### src/hw/rtl/sed_pkg.sv
// ----------------------------------------------------------------------------
// sed_pkg
// Types and character constants shared by the string escape decoder.
// ----------------------------------------------------------------------------
package sed_pkg;

   localparam logic [7:0] CHAR_QUOTE     = 8'h22;
   localparam logic [7:0] CHAR_APOS      = 8'h27;
   localparam logic [7:0] CHAR_QUESTION  = 8'h3f;
   localparam logic [7:0] CHAR_BACKSLASH = 8'h5c;
   localparam logic [7:0] CHAR_0         = 8'h30;
   localparam logic [7:0] CHAR_7         = 8'h37;
   localparam logic [7:0] CHAR_8         = 8'h38;
   localparam logic [7:0] CHAR_9         = 8'h39;
   localparam logic [7:0] CHAR_LA        = 8'h61;
   localparam logic [7:0] CHAR_LB        = 8'h62;
   localparam logic [7:0] CHAR_LF        = 8'h66;
   localparam logic [7:0] CHAR_LN        = 8'h6e;
   localparam logic [7:0] CHAR_LR        = 8'h72;
   localparam logic [7:0] CHAR_LT        = 8'h74;
   localparam logic [7:0] CHAR_LV        = 8'h76;
   localparam logic [7:0] CHAR_LX        = 8'h78;
   localparam logic [7:0] CHAR_UA        = 8'h41;
   localparam logic [7:0] CHAR_UF        = 8'h46;

   localparam logic [7:0] CTRL_BEL = 8'h07;
   localparam logic [7:0] CTRL_BS  = 8'h08;
   localparam logic [7:0] CTRL_FF  = 8'h0c;
   localparam logic [7:0] CTRL_LF  = 8'h0a;
   localparam logic [7:0] CTRL_CR  = 8'h0d;
   localparam logic [7:0] CTRL_HT  = 8'h09;
   localparam logic [7:0] CTRL_VT  = 8'h0b;

   localparam int RSP_DEPTH = 4;

   typedef enum logic [3:0] {
      MODE_NORMAL = 4'b0001,
      MODE_ESCAPE = 4'b0010,
      MODE_OCTAL  = 4'b0100,
      MODE_HEX    = 4'b1000
   } mode_type;

   typedef struct packed {
      logic [7:0] out_byte;
      logic       has_byte;
      logic       string_end;
      logic       last_of_run;
   } result_type;

   typedef struct packed {
      result_type r0;
      result_type r1;
      logic [1:0] count;
   } decode_type;

   typedef struct packed {
      logic not_empty;
      logic room_two;
   } fifo_status_type;

endpackage

### src/hw/rtl/sed_decode.sv
// ----------------------------------------------------------------------------
// sed_decode
// Escape decoding state and the per-character result logic.
// ----------------------------------------------------------------------------
module sed_decode (
   input  logic               clock,
   input  logic               reset,
   input  logic               fire,
   input  logic [7:0]         in_char,
   output sed_pkg::decode_type dec
);

   sed_pkg::mode_type mode_ff, mode_in;
   logic [7:0]        accum_ff, accum_in;

   sed_pkg::result_type nres;
   logic [7:0]          simple_val;
   logic                simple_hit;
   logic [3:0]          hex_val;
   logic                hex_hit;
   logic                oct_hit;

   always_comb begin
      simple_hit = 1'b1;
      simple_val = in_char;
      case (in_char)
         sed_pkg::CHAR_APOS:      simple_val = sed_pkg::CHAR_APOS;
         sed_pkg::CHAR_QUOTE:     simple_val = sed_pkg::CHAR_QUOTE;
         sed_pkg::CHAR_QUESTION:  simple_val = sed_pkg::CHAR_QUESTION;
         sed_pkg::CHAR_BACKSLASH: simple_val = sed_pkg::CHAR_BACKSLASH;
         sed_pkg::CHAR_LA:        simple_val = sed_pkg::CTRL_BEL;
         sed_pkg::CHAR_LB:        simple_val = sed_pkg::CTRL_BS;
         sed_pkg::CHAR_LF:        simple_val = sed_pkg::CTRL_FF;
         sed_pkg::CHAR_LN:        simple_val = sed_pkg::CTRL_LF;
         sed_pkg::CHAR_LR:        simple_val = sed_pkg::CTRL_CR;
         sed_pkg::CHAR_LT:        simple_val = sed_pkg::CTRL_HT;
         sed_pkg::CHAR_LV:        simple_val = sed_pkg::CTRL_VT;
         default:                 simple_hit = 1'b0;
      endcase
   end

   always_comb begin
      oct_hit = in_char inside {[sed_pkg::CHAR_0 : sed_pkg::CHAR_7]};
      hex_hit = 1'b1;
      hex_val = in_char[3:0];
      if (in_char inside {[sed_pkg::CHAR_0 : sed_pkg::CHAR_9]}) begin
         hex_val = in_char[3:0];
      end else if (in_char inside {[sed_pkg::CHAR_LA : sed_pkg::CHAR_LF],
                                   [sed_pkg::CHAR_UA : sed_pkg::CHAR_UF]}) begin
         hex_val = 4'(in_char[3:0] + 4'd9);
      end else begin
         hex_hit = 1'b0;
      end
   end

   always_comb begin
      nres             = '0;
      nres.string_end  = (in_char == sed_pkg::CHAR_QUOTE);
      nres.has_byte    = !nres.string_end;
      nres.out_byte    = nres.string_end ? 8'h00 : in_char;
   end

   always_comb begin
      dec      = '0;
      mode_in  = mode_ff;
      accum_in = accum_ff;
      case (mode_ff)
         sed_pkg::MODE_ESCAPE: begin
            mode_in = sed_pkg::MODE_NORMAL;
            if (simple_hit) begin
               dec.r0    = '{out_byte: simple_val, has_byte: 1'b1,
                             string_end: 1'b0, last_of_run: 1'b0};
               dec.count = 2'd1;
            end else if (oct_hit) begin
               accum_in = {5'd0, in_char[2:0]};
               mode_in  = sed_pkg::MODE_OCTAL;
            end else if (in_char == sed_pkg::CHAR_8 || in_char == sed_pkg::CHAR_9) begin
               dec.r0    = '{out_byte: 8'h00, has_byte: 1'b1,
                             string_end: 1'b0, last_of_run: 1'b0};
               dec.r1    = nres;
               dec.count = 2'd2;
            end else if (in_char == sed_pkg::CHAR_LX) begin
               accum_in = 8'h00;
               mode_in  = sed_pkg::MODE_HEX;
            end else begin
               dec.r0    = '{out_byte: in_char, has_byte: 1'b1,
                             string_end: 1'b0, last_of_run: 1'b0};
               dec.count = 2'd1;
            end
         end
         sed_pkg::MODE_OCTAL, sed_pkg::MODE_HEX: begin
            if (mode_ff == sed_pkg::MODE_OCTAL && oct_hit && accum_ff[7:5] == 3'd0) begin
               accum_in = {accum_ff[4:0], in_char[2:0]};
            end else if (mode_ff == sed_pkg::MODE_HEX && hex_hit
                         && accum_ff[7:4] == 4'd0) begin
               accum_in = {accum_ff[3:0], hex_val};
            end else begin
               dec.r0   = '{out_byte: accum_ff, has_byte: 1'b1,
                            string_end: 1'b0, last_of_run: 1'b0};
               accum_in = 8'h00;
               if (in_char == sed_pkg::CHAR_BACKSLASH) begin
                  dec.count = 2'd1;
                  mode_in   = sed_pkg::MODE_ESCAPE;
               end else begin
                  dec.r1    = nres;
                  dec.count = 2'd2;
                  mode_in   = sed_pkg::MODE_NORMAL;
               end
            end
         end
         default: begin
            if (in_char == sed_pkg::CHAR_BACKSLASH) begin
               mode_in = sed_pkg::MODE_ESCAPE;
            end else begin
               dec.r0    = nres;
               dec.count = 2'd1;
               mode_in   = sed_pkg::MODE_NORMAL;
            end
         end
      endcase
      dec.r0.last_of_run = (dec.count == 2'd1);
      dec.r1.last_of_run = (dec.count == 2'd2);
   end

   always_ff @(posedge clock) begin
      if (reset) begin
         mode_ff  <= sed_pkg::MODE_NORMAL;
         accum_ff <= 8'h00;
      end else if (fire) begin
         mode_ff  <= mode_in;
         accum_ff <= accum_in;
      end
   end

endmodule

### src/hw/rtl/sed_result_fifo.sv
// ----------------------------------------------------------------------------
// sed_result_fifo
// Small result queue: takes up to two results a cycle, gives one.
// ----------------------------------------------------------------------------
module sed_result_fifo (
   input  logic                      clock,
   input  logic                      reset,
   input  logic [1:0]                push_count,
   input  sed_pkg::result_type       data0,
   input  sed_pkg::result_type       data1,
   input  logic                      pop,
   output sed_pkg::result_type       head,
   output sed_pkg::fifo_status_type  status
);

   localparam int PTR_W = $clog2(sed_pkg::RSP_DEPTH);
   localparam int CNT_W = $clog2(sed_pkg::RSP_DEPTH + 1);

   sed_pkg::result_type mem_ff [sed_pkg::RSP_DEPTH];
   logic [PTR_W-1:0]    wr_ptr_ff, wr_ptr_in, rd_ptr_ff, rd_ptr_in;
   logic [CNT_W-1:0]    count_ff, count_in;
   logic [PTR_W-1:0]    wr_next;

   assign wr_next   = PTR_W'(wr_ptr_ff + 1'b1);
   assign wr_ptr_in = PTR_W'(wr_ptr_ff + push_count);
   assign rd_ptr_in = pop ? PTR_W'(rd_ptr_ff + 1'b1) : rd_ptr_ff;
   assign count_in  = CNT_W'(count_ff + CNT_W'(push_count) - CNT_W'(pop));

   assign head             = mem_ff[rd_ptr_ff];
   assign status.not_empty = (count_ff != '0);
   assign status.room_two  = (count_ff <= CNT_W'(sed_pkg::RSP_DEPTH - 2));

   always_ff @(posedge clock) begin
      if (push_count != 2'd0) begin
         mem_ff[wr_ptr_ff] <= data0;
      end
      if (push_count == 2'd2) begin
         mem_ff[wr_next] <= data1;
      end
   end

   always_ff @(posedge clock) begin
      if (reset) begin
         wr_ptr_ff <= '0;
         rd_ptr_ff <= '0;
         count_ff  <= '0;
      end else begin
         wr_ptr_ff <= wr_ptr_in;
         rd_ptr_ff <= rd_ptr_in;
         count_ff  <= count_in;
      end
   end

endmodule

### src/hw/rtl/string_escape_decoder.sv
// ----------------------------------------------------------------------------
// string_escape_decoder
// Decodes the body of a C string literal, one character per item, into bytes.
// ----------------------------------------------------------------------------
// One character is taken per clock while the input is not stalled. Each
// character is held in an input register, decoded from that register, and its
// zero, one or two results are queued in a four-entry result queue that drives
// the output; a result is offered once it has been written into that queue. A
// character giving two results (a zero byte for backslash 8 or 9, or the end
// of an octal or hex escape followed by the stopping character) offers them on
// the output one after the other, so sustained throughput is one character per cycle
// when results are single, and one result per cycle otherwise; the input
// stalls only while the result queue has fewer than two free entries.
module string_escape_decoder (
   input  logic       clock,
   input  logic       reset,
   input  logic       req_tvalid,
   output logic       req_tready,
   input  logic [7:0] req_tdata,   // [7:0] in_char
   output logic       rsp_tvalid,
   input  logic       rsp_tready,
   output logic [7:0] rsp_tdata,   // [7:0] out_byte
   output logic [1:0] rsp_tuser,   // [0] has_byte, [1] string_end
   output logic       rsp_tlast    // last_of_run
);

   logic       in_valid_ff, in_valid_in;
   logic [7:0] in_char_ff;
   logic       advance;

   sed_pkg::decode_type      dec;
   sed_pkg::result_type      head;
   sed_pkg::fifo_status_type status;
   logic [1:0]               push_count;

   assign advance     = in_valid_ff && status.room_two;
   assign req_tready  = !in_valid_ff || advance;
   assign in_valid_in = req_tready ? req_tvalid : in_valid_ff;
   assign push_count  = advance ? dec.count : 2'd0;

   always_ff @(posedge clock) begin
      if (reset) begin
         in_valid_ff <= 1'b0;
      end else begin
         in_valid_ff <= in_valid_in;
      end
   end

   always_ff @(posedge clock) begin
      if (req_tvalid && req_tready) begin
         in_char_ff <= req_tdata;
      end
   end

   sed_decode u_decode (
      .clock   (clock),
      .reset   (reset),
      .fire    (advance),
      .in_char (in_char_ff),
      .dec     (dec)
   );

   sed_result_fifo u_fifo (
      .clock      (clock),
      .reset      (reset),
      .push_count (push_count),
      .data0      (dec.r0),
      .data1      (dec.r1),
      .pop        (rsp_tvalid && rsp_tready),
      .head       (head),
      .status     (status)
   );

   assign rsp_tvalid = status.not_empty;
   assign rsp_tdata  = head.out_byte;
   assign rsp_tuser  = {head.string_end, head.has_byte};
   assign rsp_tlast  = head.last_of_run;

endmodule

### config.mk
export PLATFORM = sky130hd
export DESIGN_NAME = string_escape_decoder
export DESIGN_NICKNAME = d
export VERILOG_FILES = /design/src/hw/rtl/sed_pkg.sv /design/src/hw/rtl/sed_decode.sv /design/src/hw/rtl/sed_result_fifo.sv /design/src/hw/rtl/string_escape_decoder.sv
export SDC_FILE = /design/constraint.sdc
export NUM_CORES = 1
export LEC_CHECK = 0
export ABC_CLOCK_PERIOD_IN_PS = 4100
export BUFFER_PORTS_ARGS = -buffer_cell sky130_fd_sc_hd__buf_2
export CAP_MARGIN = 10
export CORE_MARGIN = 2
export CORE_UTILIZATION = 45
export DETAILED_ROUTE_END_ITERATION = 10
export GPL_TIMING_DRIVEN = 0
export PLACE_DENSITY_LB_ADDON = 0.1
export SYNTH_ARGS = -nofsm -noshare
export SYNTH_HDL_FRONTEND = slang
export SYNTH_SLANG_ARGS = --single-unit
### constraint.sdc
create_clock -name clock -period 4.1 [get_ports clock]
set_input_delay 0.41 -clock clock [delete_from_list [all_inputs] [get_ports clock]]
set_output_delay 0.41 -clock clock [all_outputs]
set_load 0.005 [all_outputs]
==> impl_metrics.sql <==
INSERT INTO impl_metrics (metric_group, metric, value, unit) VALUES
('run', 'drv.max_cap_violation_count', '0', ''),
('logic_synthesis', 'syn-cell-area', '4340', 'um^2'),
('logic_synthesis', 'post_synth_xor_area_fraction', '0.01413', ''),
('logic_synthesis', 'yosys_most_used_dff', 'edfxtp_1', ''),
('place', 'routabilityCongestion', '0.9219', ''),
('route', 'detail_route.first_pass.iterations', '5', ''),
('cells_and_area', 'fin_nets', '445', ''),
('logic_synthesis', 'synthSimpleGateAreaFrac', '0.1750', ''),
('logic_synthesis', 'ys_ff_latch', '74', ''),
('logic_synthesis', 'netlist.top_cell.by_area', 'edfxtp_1', ''),
('route', 'post-route-drc-count', '0', ''),
('setup_path', 'path_max_fanout', '10', ''),
('setup_path', 'worstPathArrival', '3970', 'ps'),
('route', 'route.detailed.wl_per_inst', '18.91', 'um'),
('logic_synthesis', 'synth_top_family_by_area', 'simple AND/OR/NAND/NOR gates', ''),
('setup_path', 'worstPathRequired', '4330', 'ps'),
('sta', 'setup_repair_after_global_routing_missed_its_margin', 'no', ''),
('logic_synthesis', 'compound_gate_fraction_of_synth_area', '0.1326', ''),
('cells_and_area', 'antenna-diode-count', '0', ''),
('cts', 'max-clock-path-buffers', '2', ''),
('place', 'place.port_buffers', '24', ''),
('pwr', 'power.static_leakage', '1.876', 'nW'),
('sta', 'fin_worst_skew', '7.124', 'ps'),
('floorplanning', 'dieHeight', '102.2', 'um'),
('pwr', 'worst_ir_drop_vdd', '0.1393', 'mV'),
('route', 'vias_per_cell', '5.813', ''),
('logic_synthesis', 'synth_mux_area_frac', '0.1447', ''),
('logic_synthesis', 'yosys_warnings', '0', ''),
('floorplanning', 'boundaryPins', '25', ''),
('cts', 'clock_insertion_delay_worst_skew', '350', 'ps'),
('logic_synthesis', 'synth-edff-count', '52', ''),
('cts', 'num_cts_buffers', '9', ''),
('sta', 'fmax', '267.8', 'MHz'),
('sta', 'slew-limit-headroom', '0.4002', ''),
('global_routing', 'grt_start_max_net_pins', '15', ''),
('global_routing', 'first_pass_grt_wire_length', '17090', 'um'),
('global_routing', 'global_route.overflow_total', '0', ''),
('cts', 'h_tree_level_count', '3', ''),
('cells_and_area', 'post_route_cells_drive_above_1_share', '0.2243', ''),
('sta', 'finalCriticalPeriod', '3734', 'ps'),
('sta', 'timing.final.crit_share', '0.9108', ''),
('logic_synthesis', 'synth_area_per_cell', '11.42', 'um^2'),
('cts', 'cts.sinks', '74', ''),
('global_routing', 'first_global_vias', '3182', ''),
('hold_path', 'timing.hold.worst.class', 'in -> reg', ''),
('cts', 'tritoncts_clock_tree', 'built', ''),
('run_status', 'run_status', 'finished, final reports clean', ''),
('logic_synthesis', 'synthesis.instances', '380', ''),
('place', 'post-dp-hpwl', '7602', 'um'),
('route', 'routed-via-count', '3238', ''),
('setup_path', 'start_kind', 'register', ''),
('logic_synthesis', 'synth_fp_nets', '402', ''),
('floorplanning', 'die_width', '102.2', 'um'),
('cts', 'clk_pin_slew_worst_paths', '80', 'ps'),
('route', 'drtAntennaViolNets', '0', ''),
('setup_path', 'critPathCaptureType', 'register', ''),
('global_routing', 'global_route.usage.total', '0.2175', ''),
('sta', 'finalHoldViolations', '0', ''),
('cts', 'clock_tree.root_cell', 'clkbuf_8', ''),
('floorplanning', 'total_die_area', '10450', 'um^2'),
('route', 'drt_iter0_markers', '296', ''),
('logic_synthesis', 'synth.area.top_cells', 'edfxtp_1 (36%), dfxtp_1 (10%), mux2i_1 (8.8%)', ''),
('floorplanning', 'start_util', '0.4675', ''),
('setup_path', 'path_class', 'reg -> reg', ''),
('cts', 'post_cts_resize_count', '0', ''),
('place', 'numPlacedInstances', '535', ''),
('floorplanning', 'placeable_area', '9284', 'um^2'),
('logic_synthesis', 'synth-async-reset-ratio', '0', ''),
('sta', 'report.final.setup_viol', '0', ''),
('route', 'detail_route.wirelength', '10530', 'um'),
('cells_and_area', 'post_layout_nonfiller_instances', '557', '');
cells in the final DEF, fill, tap and decap left out, drive strengths merged, types with 6 or more instances in the layout:
cell type and n:
edfxtp 52, a2bb2oi 7, dfxtp 22, nand3 15, or3 6, nand4 7, buf 50, mux2i 38
a21oi 14, nor2 28, ha 9, clkbuf 17, inv 16, mux4 11, nand2 21, nor3 11
timing repair:
action | 4_1_cts | 5_1_grt
endpoints found under the hold margin | 0 | 0
endpoints found under the setup margin | 0 | 1
buffers inserted | 0 | 5
hold buffers | 0 | 0
layout make-up:
| class | instances | area [um^2] | area share |
|---|---|---|---|
| Inverter | 14 | 52.55 | 0.01070 |
| Multi-Input combinational cell | 267 | 2167 | 0.4414 |
| Sequential cell | 74 | 2002 | 0.4077 |
| Tap cell | 129 | 161.4 | 0.03287 |
| Timing Repair Buffer | 32 | 187.7 | 0.03823 |
| Buffer | 25 | 128.9 | 0.02625 |
| Clock inverter | 6 | 72.57 | 0.01478 |
| Clock buffer | 10 | 137.6 | 0.02803 |
sequential cells by signal, indices dropped and copies added (netlist names), named ones only:
signal	cells
u_fifo.count_ff	3
u_decode.mode_ff	4
in_char_ff	8
u_fifo.wr_ptr_ff	2
u_decode.accum_ff	8
in_valid_ff	1
u_fifo.mem_ff	44
u_fifo.rd_ptr_ff	2
power by group:
group | internal, mW | switching [mW] | leakage, nW
Sequential | 0.859 | 0.0289 | 0.647
Combinational | 0.208 | 0.229 | 1.13
Clock | 0.304 | 0.306 | 0.103
Total | 1.37 | 0.564 | 1.88
logic make-up (layout without fill, tap and decap cells):
logic type / after synthesis / after routing
buffers and inverters: 39 / 87
adder cells (fa/ha/maj): 10 / 10
flip-flops: 74 / 74
AO/OA/AOI/OAI: 69 / 69
AND/OR/NAND/NOR: 132 / 132
XOR/XNOR: 7 / 7
multiplexers: 49 / 49
final timing paths:
path                        start                    to  slack (ps)  cells after the start
max                 in_char_ff[1]    u_fifo.count_ff[2]         370                     15
min                  req_tdata[1]         in_char_ff[1]         230                      1
min reg2reg  u_decode.accum_ff[0]  u_decode.accum_ff[0]         530                      2
max reg2reg         in_char_ff[1]    u_fifo.count_ff[2]         370                     15
per-layer routing:
layer  global-route usage  vias to the layer above  part of all wire
li1                     -                     1554                 -
met1               0.2830                     1588              0.45
met2               0.3740                       80              0.50
met3              0.03146                       16             0.039
met4              0.07179                        0             0.016
met5                    0                        -                 0
critical path: stages (launching register included):
cell and delay [ps]:
edfxtp_1 440, inv_1 150, ha_1 260, o21ba_1 230
a211oi_2 320, o31ai_4 130, o32ai_1 250, buf_2 280
buf_2 250, nand2_1 110, ha_1 310, inv_1 50
fa_1 420, xor2_1 200, xnor2_1 140, nor2_1 50
through the flow:
step	worst slack, ps	cell area, um^2	TNS (ps)	total power, mW	hold slack (ps)
after floorplan	861.4	4340	0	1.207	458.2
after global placement	-205.5	4622	-2390	1.332	513.9
after detailed placement	262.4	4654	0	1.342	514.4
after CTS	226.2	4865	0	1.949	212.0
after global routing	97.08	4910	0	2.034	209.3
final	365.7	4910	0	1.936	227.6
Note: power is estimated with default switching activity, not from simulation.
